`src/rtl/fcp_pkg.sv`:
```
// Shared types, codes and constants for the framed command parser.
package fcp_pkg;

    // Default payload buffer depth
    localparam int PAYLOAD_MAX_DEF = 32;

    // Configuration register file
    localparam int          CFG_IDX_W      = 8;
    localparam logic [7:0]  START_BYTE_RST = 8'd2;
    localparam logic [7:0]  END_BYTE_RST   = 8'd3;

    typedef enum logic [CFG_IDX_W-1:0] {
        CFG_START_BYTE = 8'd0,
        CFG_END_BYTE   = 8'd1
    } cfg_reg_t;

    // Result status codes
    typedef enum logic [1:0] {
        ST_OK       = 2'd0,
        ST_CHECKSUM = 2'd1,
        ST_END_BYTE = 2'd2,
        ST_LENGTH   = 2'd3
    } status_t;

    // Receive and readout phases
    typedef enum logic [2:0] {
        PH_HUNT    = 3'd0,
        PH_CMD     = 3'd1,
        PH_LEN     = 3'd2,
        PH_DATA    = 3'd3,
        PH_CHECK   = 3'd4,
        PH_END     = 3'd5,
        PH_RD_ADDR = 3'd6,
        PH_RD_DATA = 3'd7
    } phase_t;

    // Kind of result word loaded into the output register
    typedef enum logic [2:0] {
        EM_LEN_ERR = 3'd0,
        EM_CHK_ERR = 3'd1,
        EM_END_ERR = 3'd2,
        EM_EMPTY   = 3'd3,
        EM_PAYLOAD = 3'd4
    } emit_t;

    // Channel words
    typedef struct packed {
        logic [7:0] in_byte;
    } in_word_t;

    typedef struct packed {
        logic [CFG_IDX_W-1:0] index;
        logic [7:0]           data;
    } cfg_word_t;

    typedef struct packed {
        status_t    status;
        logic [7:0] command;
        logic [5:0] length;
        logic       has_payload;
        logic [7:0] payload_byte;
        logic [4:0] byte_index;
        logic       last;
    } result_t;

    // Controller to datapath
    typedef struct packed {
        logic  cap_cmd;
        logic  cap_len;
        logic  store_data;
        logic  emit;
        emit_t emit_kind;
        logic  rd_start;
        logic  rd_issue;
        logic  rd_advance;
    } ctl_cmd_t;

    // Datapath to controller
    typedef struct packed {
        logic is_start;
        logic len_too_large;
        logic byte_zero;
        logic len_zero;
        logic fill_done;
        logic check_ok;
        logic end_ok;
        logic rd_last;
        logic slot_free;
    } dp_stat_t;

endpackage

```
`src/rtl/fcp_stream_if.sv`:
```
// Valid/ready channel carrying one word of a chosen payload type.
interface fcp_stream_if #(
    parameter type payload_t = logic [7:0]
) ();
    logic     valid;
    logic     ready;
    payload_t payload;

    modport source (output valid, output payload, input ready);
    modport sink   (input valid, input payload, output ready);
endinterface

```
`src/rtl/fcp_ram.sv`:
```
// Generic single-write, single-read RAM with registered read data.
module fcp_ram #(
    parameter int WIDTH = 8,
    parameter int DEPTH = 32
) (
    input  logic                                 clk,
    input  logic                                 we,
    input  logic [(DEPTH > 1 ? $clog2(DEPTH) : 1)-1:0] waddr,
    input  logic [WIDTH-1:0]                     wdata,
    input  logic                                 re,
    input  logic [(DEPTH > 1 ? $clog2(DEPTH) : 1)-1:0] raddr,
    output logic [WIDTH-1:0]                     rdata
);
    logic [WIDTH-1:0] mem [DEPTH];
    logic [WIDTH-1:0] rdata_reg;

    // Write port
    always_ff @(posedge clk)
    begin
        if (we)
        begin
            mem[waddr] <= wdata;
        end
    end

    // Registered read port, holds when not enabled
    always_ff @(posedge clk)
    begin
        if (re)
        begin
            rdata_reg <= mem[raddr];
        end
    end

    assign rdata = rdata_reg;
endmodule

```
`src/rtl/fcp_ctrl.sv`:
```
// Frame parser controller: receive phases and payload readout sequencing.
module fcp_ctrl (
    input  logic              clk,
    input  logic              rst_n,
    input  logic              rx_valid,
    output logic              rx_ready,
    input  fcp_pkg::dp_stat_t stat,
    output fcp_pkg::ctl_cmd_t cmd
);
    fcp_pkg::phase_t phase_reg;
    fcp_pkg::phase_t phase_next;
    logic            receiving;
    logic            fire;

    // Bytes are taken in every receive phase once the output slot can take a result
    assign receiving = (phase_reg != fcp_pkg::PH_RD_ADDR) && (phase_reg != fcp_pkg::PH_RD_DATA);
    assign rx_ready  = receiving && stat.slot_free;
    assign fire      = rx_valid && rx_ready;

    // Phase register
    always_ff @(posedge clk or negedge rst_n)
    begin
        if (!rst_n)
        begin
            phase_reg <= fcp_pkg::PH_HUNT;
        end
        else
        begin
            phase_reg <= phase_next;
        end
    end

    // Next phase
    always_comb
    begin
        phase_next = phase_reg;
        unique case (phase_reg)
            fcp_pkg::PH_HUNT:
            begin
                if (fire && stat.is_start)
                begin
                    phase_next = fcp_pkg::PH_CMD;
                end
            end
            fcp_pkg::PH_CMD:
            begin
                if (fire)
                begin
                    phase_next = fcp_pkg::PH_LEN;
                end
            end
            fcp_pkg::PH_LEN:
            begin
                if (fire)
                begin
                    if (stat.len_too_large)
                    begin
                        phase_next = fcp_pkg::PH_HUNT;
                    end
                    else if (stat.byte_zero)
                    begin
                        phase_next = fcp_pkg::PH_CHECK;
                    end
                    else
                    begin
                        phase_next = fcp_pkg::PH_DATA;
                    end
                end
            end
            fcp_pkg::PH_DATA:
            begin
                if (fire && stat.fill_done)
                begin
                    phase_next = fcp_pkg::PH_CHECK;
                end
            end
            fcp_pkg::PH_CHECK:
            begin
                if (fire)
                begin
                    phase_next = stat.check_ok ? fcp_pkg::PH_END : fcp_pkg::PH_HUNT;
                end
            end
            fcp_pkg::PH_END:
            begin
                if (fire)
                begin
                    if (stat.end_ok && !stat.len_zero)
                    begin
                        phase_next = fcp_pkg::PH_RD_ADDR;
                    end
                    else
                    begin
                        phase_next = fcp_pkg::PH_HUNT;
                    end
                end
            end
            fcp_pkg::PH_RD_ADDR:
            begin
                phase_next = fcp_pkg::PH_RD_DATA;
            end
            fcp_pkg::PH_RD_DATA:
            begin
                if (stat.slot_free)
                begin
                    phase_next = stat.rd_last ? fcp_pkg::PH_HUNT : fcp_pkg::PH_RD_ADDR;
                end
            end
            default:
            begin
                phase_next = fcp_pkg::PH_HUNT;
            end
        endcase
    end

    // Datapath commands
    always_comb
    begin
        cmd           = '0;
        cmd.emit_kind = fcp_pkg::EM_EMPTY;
        unique case (phase_reg)
            fcp_pkg::PH_HUNT:
            begin
            end
            fcp_pkg::PH_CMD:
            begin
                cmd.cap_cmd = fire;
            end
            fcp_pkg::PH_LEN:
            begin
                cmd.cap_len   = fire;
                cmd.emit      = fire && stat.len_too_large;
                cmd.emit_kind = fcp_pkg::EM_LEN_ERR;
            end
            fcp_pkg::PH_DATA:
            begin
                cmd.store_data = fire;
            end
            fcp_pkg::PH_CHECK:
            begin
                cmd.emit      = fire && !stat.check_ok;
                cmd.emit_kind = fcp_pkg::EM_CHK_ERR;
            end
            fcp_pkg::PH_END:
            begin
                cmd.emit      = fire && (!stat.end_ok || stat.len_zero);
                cmd.emit_kind = stat.end_ok ? fcp_pkg::EM_EMPTY : fcp_pkg::EM_END_ERR;
                cmd.rd_start  = fire && stat.end_ok && !stat.len_zero;
            end
            fcp_pkg::PH_RD_ADDR:
            begin
                cmd.rd_issue = 1'b1;
            end
            fcp_pkg::PH_RD_DATA:
            begin
                cmd.emit       = stat.slot_free;
                cmd.emit_kind  = fcp_pkg::EM_PAYLOAD;
                cmd.rd_advance = stat.slot_free;
            end
            default:
            begin
            end
        endcase
    end

`ifndef SYNTHESIS
    // No byte is taken while a frame is being read out
    assert property (@(posedge clk) disable iff (!rst_n)
        (phase_reg == fcp_pkg::PH_RD_ADDR || phase_reg == fcp_pkg::PH_RD_DATA) |-> !rx_ready)
        else $error("byte accepted during readout");

    // Every readout data step follows an address step
    assert property (@(posedge clk) disable iff (!rst_n)
        (phase_reg == fcp_pkg::PH_RD_DATA && !$past(phase_reg == fcp_pkg::PH_RD_DATA))
        |-> $past(phase_reg == fcp_pkg::PH_RD_ADDR))
        else $error("readout data step without address step");
`endif
endmodule

```
`src/rtl/fcp_datapath.sv`:
```
// Frame parser datapath: config registers, frame fields, checksum, payload RAM, result register.
module fcp_datapath #(
    parameter int PAYLOAD_MAX = fcp_pkg::PAYLOAD_MAX_DEF
) (
    input  logic               clk,
    input  logic               rst_n,
    input  logic               cfg_valid,
    input  fcp_pkg::cfg_word_t cfg_word,
    input  fcp_pkg::in_word_t  rx_word,
    input  fcp_pkg::ctl_cmd_t  cmd,
    output fcp_pkg::dp_stat_t  stat,
    output logic               res_valid,
    input  logic               res_ready,
    output fcp_pkg::result_t   res_word
);
    localparam int CNT_W = $clog2(PAYLOAD_MAX + 1);
    localparam int AW    = (PAYLOAD_MAX > 1) ? $clog2(PAYLOAD_MAX) : 1;

    logic [7:0]       start_byte_reg;
    logic [7:0]       end_byte_reg;
    logic [7:0]       held_command_reg;
    logic [CNT_W-1:0] held_length_reg;
    logic [CNT_W-1:0] fill_count_reg;
    logic [7:0]       check_reg;
    logic [AW-1:0]    rd_idx_reg;
    logic             res_valid_reg;
    fcp_pkg::result_t res_reg;
    fcp_pkg::result_t res_next;
    logic [7:0]       b;
    logic [7:0]       rd_data;
    logic [CNT_W:0]   fill_plus;
    logic [5:0]       sat_len;

    assign b = rx_word.in_byte;

    // Configuration registers
    always_ff @(posedge clk or negedge rst_n)
    begin
        if (!rst_n)
        begin
            start_byte_reg <= fcp_pkg::START_BYTE_RST;
            end_byte_reg   <= fcp_pkg::END_BYTE_RST;
        end
        else if (cfg_valid)
        begin
            unique case (cfg_word.index)
                fcp_pkg::CFG_START_BYTE: start_byte_reg <= cfg_word.data;
                fcp_pkg::CFG_END_BYTE:   end_byte_reg   <= cfg_word.data;
                default:
                begin
                end
            endcase
        end
    end

    // Frame fields, fill count and running XOR
    always_ff @(posedge clk or negedge rst_n)
    begin
        if (!rst_n)
        begin
            held_command_reg <= '0;
            held_length_reg  <= '0;
            fill_count_reg   <= '0;
            check_reg        <= '0;
        end
        else
        begin
            if (cmd.cap_cmd)
            begin
                held_command_reg <= b;
            end
            if (cmd.cap_len)
            begin
                fill_count_reg <= '0;
                if (stat.len_too_large)
                begin
                    held_length_reg <= '0;
                    check_reg       <= '0;
                end
                else
                begin
                    held_length_reg <= CNT_W'(b);
                    check_reg       <= start_byte_reg ^ held_command_reg ^ b;
                end
            end
            if (cmd.store_data)
            begin
                check_reg      <= check_reg ^ b;
                fill_count_reg <= fill_plus[CNT_W-1:0];
            end
        end
    end

    // Readout index
    always_ff @(posedge clk or negedge rst_n)
    begin
        if (!rst_n)
        begin
            rd_idx_reg <= '0;
        end
        else if (cmd.rd_start)
        begin
            rd_idx_reg <= '0;
        end
        else if (cmd.rd_advance)
        begin
            rd_idx_reg <= rd_idx_reg + AW'(1);
        end
    end

    // Payload buffer
    fcp_ram #(
        .WIDTH (8),
        .DEPTH (PAYLOAD_MAX)
    ) u_store (
        .clk   (clk),
        .we    (cmd.store_data),
        .waddr (fill_count_reg[AW-1:0]),
        .wdata (b),
        .re    (cmd.rd_issue),
        .raddr (rd_idx_reg),
        .rdata (rd_data)
    );

    // Status towards the controller
    assign fill_plus = {1'b0, fill_count_reg} + (CNT_W + 1)'(1);
    always_comb
    begin
        stat.is_start      = (b == start_byte_reg);
        stat.len_too_large = (b > 8'(PAYLOAD_MAX));
        // byte test for the length phase, held length for the end phase
        stat.byte_zero     = (b == 8'd0);
        stat.len_zero      = (held_length_reg == '0);
        stat.fill_done     = (fill_plus >= {1'b0, held_length_reg});
        stat.check_ok      = (b == check_reg);
        stat.end_ok        = (b == end_byte_reg);
        stat.rd_last       = ((CNT_W'(rd_idx_reg) + CNT_W'(1)) == held_length_reg);
        stat.slot_free     = !res_valid_reg || res_ready;
    end

    // Result word selection
    assign sat_len = (b > 8'd63) ? 6'd63 : b[5:0];
    always_comb
    begin
        res_next              = '0;
        res_next.command      = held_command_reg;
        res_next.length       = 6'(held_length_reg);
        res_next.last         = 1'b1;
        case (cmd.emit_kind)
            fcp_pkg::EM_LEN_ERR:
            begin
                res_next.status = fcp_pkg::ST_LENGTH;
                res_next.length = sat_len;
            end
            fcp_pkg::EM_CHK_ERR: res_next.status = fcp_pkg::ST_CHECKSUM;
            fcp_pkg::EM_END_ERR: res_next.status = fcp_pkg::ST_END_BYTE;
            fcp_pkg::EM_PAYLOAD:
            begin
                res_next.status       = fcp_pkg::ST_OK;
                res_next.has_payload  = 1'b1;
                res_next.payload_byte = rd_data;
                res_next.byte_index   = 5'(rd_idx_reg);
                res_next.last         = stat.rd_last;
            end
            default:
            begin
                res_next.status = fcp_pkg::ST_OK;
                res_next.length = '0;
            end
        endcase
    end

    // Output register
    always_ff @(posedge clk or negedge rst_n)
    begin
        if (!rst_n)
        begin
            res_valid_reg <= 1'b0;
        end
        else if (cmd.emit)
        begin
            res_valid_reg <= 1'b1;
        end
        else if (res_ready)
        begin
            res_valid_reg <= 1'b0;
        end
    end

    always_ff @(posedge clk)
    begin
        if (cmd.emit)
        begin
            res_reg <= res_next;
        end
    end

    assign res_valid = res_valid_reg;
    assign res_word  = res_reg;

`ifndef SYNTHESIS
    // A result is only loaded when the slot is free or being emptied
    assert property (@(posedge clk) disable iff (!rst_n)
        cmd.emit |-> (!res_valid_reg || res_ready))
        else $error("result word overwritten");

    // Payload writes stay inside the buffer and the announced length
    assert property (@(posedge clk) disable iff (!rst_n)
        cmd.store_data |-> (fill_count_reg < held_length_reg))
        else $error("payload write beyond frame length");

    // Readout never runs past the held length
    assert property (@(posedge clk) disable iff (!rst_n)
        cmd.rd_advance |-> (CNT_W'(rd_idx_reg) < held_length_reg))
        else $error("readout index beyond frame length");
`endif
endmodule

```
`src/rtl/framed_command_parser.sv`:
```
// Top level of the framed command parser: controller, datapath and channel ports.
//
// Receives bytes of frames laid out as start, command, length, payload, XOR
// checksum, end. While receiving, one byte is taken per cycle as long as the
// single-word output register is empty or being taken; any byte waits while
// that register is full and not being taken. After the end byte of a good
// frame with payload, the buffer is read out byte by byte: a registered RAM
// read, then a load of the output register, which waits under output
// back-pressure. No byte is taken until the last payload word is in the
// output register. A frame of length L thus spans L + 5 bytes.
// Configuration writes are always taken. The payload buffer is not cleared
// after reset.
module framed_command_parser #(
    parameter int PAYLOAD_MAX = fcp_pkg::PAYLOAD_MAX_DEF
) (
    input logic         clk,
    input logic         rst_n,
    fcp_stream_if.sink   rx,
    fcp_stream_if.source result,
    fcp_stream_if.sink   cfg
);
    fcp_pkg::ctl_cmd_t ctl_cmd;
    fcp_pkg::dp_stat_t dp_stat;
    logic              rx_ready;

    // Register writes never stall
    assign cfg.ready = 1'b1;
    assign rx.ready  = rx_ready;

    // Controller
    fcp_ctrl u_ctrl (
        .clk      (clk),
        .rst_n    (rst_n),
        .rx_valid (rx.valid),
        .rx_ready (rx_ready),
        .stat     (dp_stat),
        .cmd      (ctl_cmd)
    );

    // Datapath
    fcp_datapath #(
        .PAYLOAD_MAX (PAYLOAD_MAX)
    ) u_datapath (
        .clk       (clk),
        .rst_n     (rst_n),
        .cfg_valid (cfg.valid),
        .cfg_word  (cfg.payload),
        .rx_word   (rx.payload),
        .cmd       (ctl_cmd),
        .stat      (dp_stat),
        .res_valid (result.valid),
        .res_ready (result.ready),
        .res_word  (result.payload)
    );

`ifndef SYNTHESIS
    // An accepted byte and a readout command never coincide
    assert property (@(posedge clk) disable iff (!rst_n)
        (rx.valid && rx_ready) |-> !(ctl_cmd.rd_issue || ctl_cmd.rd_advance))
        else $error("byte accepted while reading out");
`endif
endmodule

```
`src/flat_wrapper.sv`:
```
// flat-port wrapper written by rule: the top's interface ports become plain ports
module framed_command_parser_flat 
#(
    parameter int PAYLOAD_MAX = fcp_pkg::PAYLOAD_MAX_DEF
)
  (clk, rst_n, rx_valid, rx_payload, rx_ready, result_valid, result_payload, result_ready, cfg_valid, cfg_payload, cfg_ready);
  fcp_stream_if #(.payload_t(fcp_pkg::in_word_t)) rx_i ();
  fcp_stream_if #(.payload_t(fcp_pkg::result_t)) result_i ();
  fcp_stream_if #(.payload_t(fcp_pkg::cfg_word_t)) cfg_i ();
  input logic clk;
  input logic rst_n;
  input wire logic [$bits(rx_i.valid)-1:0] rx_valid;
  input wire logic [$bits(rx_i.payload)-1:0] rx_payload;
  output wire logic [$bits(rx_i.ready)-1:0] rx_ready;
  output wire logic [$bits(result_i.valid)-1:0] result_valid;
  output wire logic [$bits(result_i.payload)-1:0] result_payload;
  input wire logic [$bits(result_i.ready)-1:0] result_ready;
  input wire logic [$bits(cfg_i.valid)-1:0] cfg_valid;
  input wire logic [$bits(cfg_i.payload)-1:0] cfg_payload;
  output wire logic [$bits(cfg_i.ready)-1:0] cfg_ready;
  assign rx_i.valid = rx_valid;
  assign rx_i.payload = rx_payload;
  assign rx_ready = rx_i.ready;
  assign result_valid = result_i.valid;
  assign result_payload = result_i.payload;
  assign result_i.ready = result_ready;
  assign cfg_i.valid = cfg_valid;
  assign cfg_i.payload = cfg_payload;
  assign cfg_ready = cfg_i.ready;
  framed_command_parser #(.PAYLOAD_MAX(PAYLOAD_MAX)) u_core (.clk(clk), .rst_n(rst_n), .rx(rx_i), .result(result_i), .cfg(cfg_i));
endmodule
```
`config.mk`:
```
export PLATFORM = sky130hd
export DESIGN_NAME = framed_command_parser_flat
export DESIGN_NICKNAME = d
export VERILOG_FILES = /design/src/rtl/fcp_pkg.sv /design/src/rtl/fcp_stream_if.sv /design/src/rtl/fcp_ram.sv /design/src/rtl/fcp_ctrl.sv /design/src/rtl/fcp_datapath.sv /design/src/rtl/framed_command_parser.sv /design/src/flat_wrapper.sv
export SDC_FILE = /design/constraint.sdc
export NUM_CORES = 1
export LEC_CHECK = 0
export ABC_AREA = 1
export CORE_ASPECT_RATIO = 0.6
export CORE_UTILIZATION = 64
export DETAILED_ROUTE_END_ITERATION = 6
export DONT_BUFFER_PORTS = 1
export MAX_ROUTING_LAYER = met4
export PLACE_DENSITY = 0.78
export SLEW_MARGIN = 25
export SYNTH_ARGS = -nofsm -noshare
export SYNTH_HDL_FRONTEND = slang
export SYNTH_HIERARCHICAL = 1
export SYNTH_SLANG_ARGS = --single-unit
```
`constraint.sdc`:
```
create_clock -name clk -period 2.6 [get_ports clk]
set_input_delay 0.13 -clock clk [delete_from_list [all_inputs] [get_ports clk]]
set_output_delay 0.13 -clock clk [all_outputs]
set_load 0.05 [all_outputs]
```
# Word-level counts from Yosys, hierarchy flattened
# Memory sizes are Yosys's and may differ from the RTL's. A register that Yosys moved wholly into a read port is not among the register bits.
# Cells that the tools add are included.
dict set report totals {
  word_cells 116
  mem_bits_rw 256
  memories 1
  mem_bits_ro 0
  register_bits 84
  out_inout_bits 34
  in_bits 29
  latch_bits 0
}
# name depth width read_ports rd_clocked_by_memory_dff wr line
set memory_table {}
lappend memory_table {u_core.u_datapath.u_store.mem 32 8 1 1 1 fcp_ram.sv:14} ;# logic [WIDTH-1:0] mem [DEPTH];
dict set report op_classes {
  reduce_logical 29
  mul 0
  bitwise_logic 3
  n_lt_le_gt_ge 3
  n_div 0
  n_eq_ne 24
  n_mux 37
  shifts 0
  addsub 3
}
# cell n
set op_table {}
lappend op_table {{2-to-1 mux 3 bit} 12}
lappend op_table {{== test 8 bit} 3}
lappend op_table {{2-to-1 mux 6 bit} 4}
lappend op_table {{2-to-1 mux 8 bit} 3}
lappend op_table {{case mux 3 bit (8 select lines)} 1}
lappend op_table {{XOR 8 bit} 3}
lappend op_table {{greater-than comparator 8 x 6 -> 1 bit (second input constant)} 2}
lappend op_table {{logical NOT 8 bit} 2}
lappend op_table {{case mux 4 bit (4 select lines)} 1}
lappend op_table {{== test 3 bit (second input constant)} 5}
lappend op_table {{2-to-1 mux 15 bit} 1}
lappend op_table {{!= test 2 bit (second input constant)} 7}
lappend op_table {{case mux 6 bit (2 select lines)} 1}
lappend op_table {{logical AND 1 bit} 11}
lappend op_table {{2-to-1 mux 1 bit} 11}
lappend op_table {{2-to-1 mux 5 bit} 2}
lappend op_table {{== test 3 x 2 -> 1 bit (second input constant)} 3}
lappend op_table {{== test 8 x 1 -> 1 bit (second input constant)} 1}
lappend op_table {{adder 6 x 1 -> 7 bit (second input constant)} 1}
lappend op_table {{greater-or-equal comparator 7 x 6 -> 1 bit} 1}
lappend op_table {{AND reduction 7 bit} 1}
lappend op_table {{adder 5 x 1 -> 6 bit (second input constant)} 1}
lappend op_table {{== test 3 x 1 -> 1 bit (second input constant)} 2}
lappend op_table {{== test 6 bit} 1}
lappend op_table {{other kinds (10)} 19}

# Depth between registers and ports, before layout
dict set report logic_depth {
  ltp_word 9
  depth_mapped 18
  mapped_depth_nobuf 18
}

# Hierarchy
# Netlist, hierarchy kept.
# mod instances seq_area_each_um2 area_each_um2 cells_each
set modules_own_cells {}
lappend modules_own_cells {fcp_ram 1 7927.6 10866.7 922}
lappend modules_own_cells {fcp_datapath 1 2185.8 4180.3 485}
lappend modules_own_cells {fcp_ctrl 1 75.1 471.7 81}
lappend modules_own_cells {framed_command_parser 1 0.0 11.3 2}

# Least setup slack after synthesis
# OpenSTA, ideal clock, no wires.
dict set report synth_timing {
  kind {register -> register}
  from {register u_core.u_datapath.res_valid_reg (netlist: u_core/u_datapath/res_valid)}
  to {memory u_core.u_datapath.u_store.mem[11][0], enable pin}
  t_required_ns 2.230
  setup_slack_ns 0.187
  arrival_ns 2.043
  stages_incl_launch_ff 8
  synth_period_minus_slack_ns 2.413
  setup_ns 0.370
  path_buffers 0
  cell_sequence {dfrtp_1 > nand2_1 > nand2_2 > nor2_4 > inv_1 > nor2_1 > nand3_1 > nor2_1}
}
# element line
set synth_lines {}
lappend synth_lines {{start: declaration} fcp_datapath.sv:26} ;# logic res_valid_reg;
lappend synth_lines {{start signal: assignment} fcp_datapath.sv:178} ;# res_valid_reg <= 1'b0;
lappend synth_lines {{start signal: assignment} fcp_datapath.sv:182} ;# res_valid_reg <= 1'b1;
lappend synth_lines {{start signal: assignment} fcp_datapath.sv:186} ;# res_valid_reg <= 1'b0;
lappend synth_lines {{end: declaration} fcp_ram.sv:14}

==> metrics.txt <==
dpl cells=1794; register bit total from synthesis=around 350; Biggest register=u_core/u_datapath/u_store/mem; vias in the first global route=between 10000 and 15000; CTS sink cnt=348; Power Density=approximately 1000 mW/mm^2; I/O Pins=63; post-synthesis simple-gate area fraction=23.9%; total CTS buffers=30; Largest register FFs=256; setup TNS=0 ns; post-route ant nets=0; synth-to-layout area growth=11.2%; post-route clock period utilization=91.4%; Via density=approximately 6; Rel. slew slack=about half; cell with the most instances after synthesis=nand2_1; leakage dissipation=6.94 nW; Hold Crit Depth=6; kind of critical path=in -> reg; total global routing overflow=0; Hold Vio Cnt, Final=0; largest area contributor in the netlist=edfxtp_1; Slew Limit Fails=0; commonest cells in the netlist=nand2_1 (495), edfxtp_1 (295), nand3_1 (241); Hold Path Origin=rx_payload[6]; pre-CTS WS=0.366 ns; die footprint=roughly 0.025 mm^2; fill cell count=about 1600; Cell Area, Placed=0.0159 mm^2; Adder-Cell Fraction of Synth Area=0.645%; DRC=0; post-synthesis sequential area ratio=around two thirds; setup slack, reg-to-reg=around 0.29 ns; Worst Hold Class=in -> reg; post-synthesis cell count=between 1000 and 1500; Post-synth EDFFs=between 200 and 300; GRT met3 Usage=7.46%; Die Height=123 um; global-route wire length before repair=approximately 60 mm; fin crit period=2.38 ns; Final Instance Area=0.0173 mm^2; Clock Skew=0.0170 ns; Post-Syn Area per Cell=~10 um^2; Area contributors post-synth=edfxtp_1 (57%), nand2_1 (12%), dfrtp_1 (8.1%), nand3_1 (7.8%), inv_1 (2.3%); HPWL after DPL=22.8 mm; mux share of post-synthesis cell area=0%; Crit. End Element=flop; TritonRoute pass-1 iters=6; worst reg2reg path endpoint=u_core/u_datapath/res_word[15]; post-CTS setup buffer count=0; GPL Wtd Cong=0.956; syn nets=1527; Finish-stage setup viols=0; synth unique cells=40; fraction of layout cells with a size suffix above 1=10.2%; post-route setup slack=around 0.22 ns; Hold EP=u_core/u_datapath/check_reg[6]; crit-path max FO=39; top-area cell type share of the netlist area=57.0%; largest family of logic cells by synthesized area=simple AND/OR/NAND/NOR gates; final net count=~1600; largest net degree at the start of global routing=82; Compound-Gate Fraction of Synth Area=2.69%; GR peak layer=met1; Synth async-reset ratio=between 10% and 20%; hold slack=0.0250 ns; core area=0.0235 mm^2; Worst R2R Start=u_core/u_datapath/end_byte_reg[1]; worst-margin pin slew=0.727 ns; CTS tree=yes; worst r2r path cells=11; worst endpoint required time=2.91 ns; met1 usage=around 48%; Port Buffer Count=0; Tot GR Track Use=32.4%; Die Span X=between 200 and 250 um; drt initial violations=~1500; post-route total power=17.3 mW; status=finished clean; M2 GR Usage=46.2%; Post-Synth XOR/XNOR Area=1.07%; Cell Area, Synth=approximately 0.016 mm^2; f_max=about 420 MHz; # Max-Cap Violations=0; Layout Utilization=73.6%; H-Tree Depth=1; via count=roughly 11000; worst skew pair latency=0.57 ns; # rows=43; overall routed net length=37.9 mm; RSZ-0062 raised after global routing=false; crit path launch type=primary input; YS warnings=6; Worst-path clk slew=0.07 ns; initial antenna violation count=0; Primary FF master, synth=edfxtp_1; CTS Buffer Depth=3; Starting Density=roughly 66%; Worst VDD drop=0.846 mV; CTS Root Cell=clkbuf_16; WP data arrival=2.69 ns; Final Non-Filler Cells=approximately 1900; average wire per standard cell=20.2 um
-- worst max-delay path, stage by stage --
cell and delay (ns):
dlygate4sd3_1 0.59, buf_12 0.25, inv_1 0.11, or2_2 0.28, nand4_1 0.10, nor3_1 0.07, buf_4 0.16, o211ai_1 0.19
nand2_1 0.16, nor3_2 0.23, inv_2 0.05, buf_4 0.18, o21bai_1 0.17
-- cells in the final DEF, fill, tap and decap left out, drive strengths merged, types with 7 or more instances in the layout --
cell type	synthesis	final
dlygate4sd3	0	20
nand4	8	8
buf	61	70
xnor2	7	7
ha	8	8
nor3	7	7
nand2	502	502
clkbuf	11	38
edfxtp	295	295
nand3	245	245
xor2	12	12
inv	104	104
clkinv	0	12
a21oi	13	13
dfrtp	50	50
nor2	91	91
o21ai	48	48
-- cells by family after synthesis --
logic type	count (synthesis)
simple gates	865
flops	348
buf+inv	176
compound gates	73
xor+xnor	19
fa+ha+maj	8
other cells	1
-- worst max-delay path by stage --
stage / start / to / slack, ns / depth (start not counted)
final: rx_payload[1] / u_core/u_datapath/res_word[0] / 0.22 / 13
after floorplan: u_core/u_datapath/res_valid / u_core/u_datapath/u_store/mem[11][0] / 0.19 / 7
after global routing: u_core/u_ctrl/phase_reg[1] / u_core/u_datapath/u_store/mem[11][4] / 0.12 / 9
after global placement: u_core/u_ctrl/phase_reg[1] / u_core/u_datapath/u_store/mem[11][5] / 0.39 / 9
after CTS: rx_payload[1] / u_core/u_datapath/res_word[0] / 0.32 / 13
after detailed placement: u_core/u_ctrl/phase_reg[1] / u_core/u_datapath/u_store/mem[11][3] / 0.37 / 9
-- what timing repair did --
| item | CTS | global route |
|---|---|---|
| setup endpoints to repair | 0 | 0 |
| hold buffers | 29 | 0 |
| hold endpoints to repair | 353 | 0 |
| gates resized for setup | 0 | 0 |
-- report_power, final --
part           internal, mW  switching (mW)  leakage [nW]
combinational          1.72            3.92          3.12
sequential             6.54           0.652          3.33
clock                  2.49            1.98         0.479
total                  10.8            6.55          6.94
-- layout make-up --
cell class / instances / area, um^2 / share of cell area [%]
antenna: 1 / 2.50 / 0.0145
timing repair buffer: 90 / 896 / 5.19
tap: 315 / 394 / 2.28
multi-input combinational: 966 / 4410 / 25.5
clock buffer: 38 / 842 / 4.88
sequential: 348 / 10200 / 59.0
clock inverter: 17 / 141 / 0.819
inverter: 104 / 392 / 2.27
-- metal layers --
layer / up-vias / part of all wire (%)
met1: 5332 / 43
met2: 641 / 43
li1: 5123 / -
met5: - / 0
met3: 69 / 12
met4: 0 / 1.7
No activity file was read; power rests on OpenSTA's default activity.
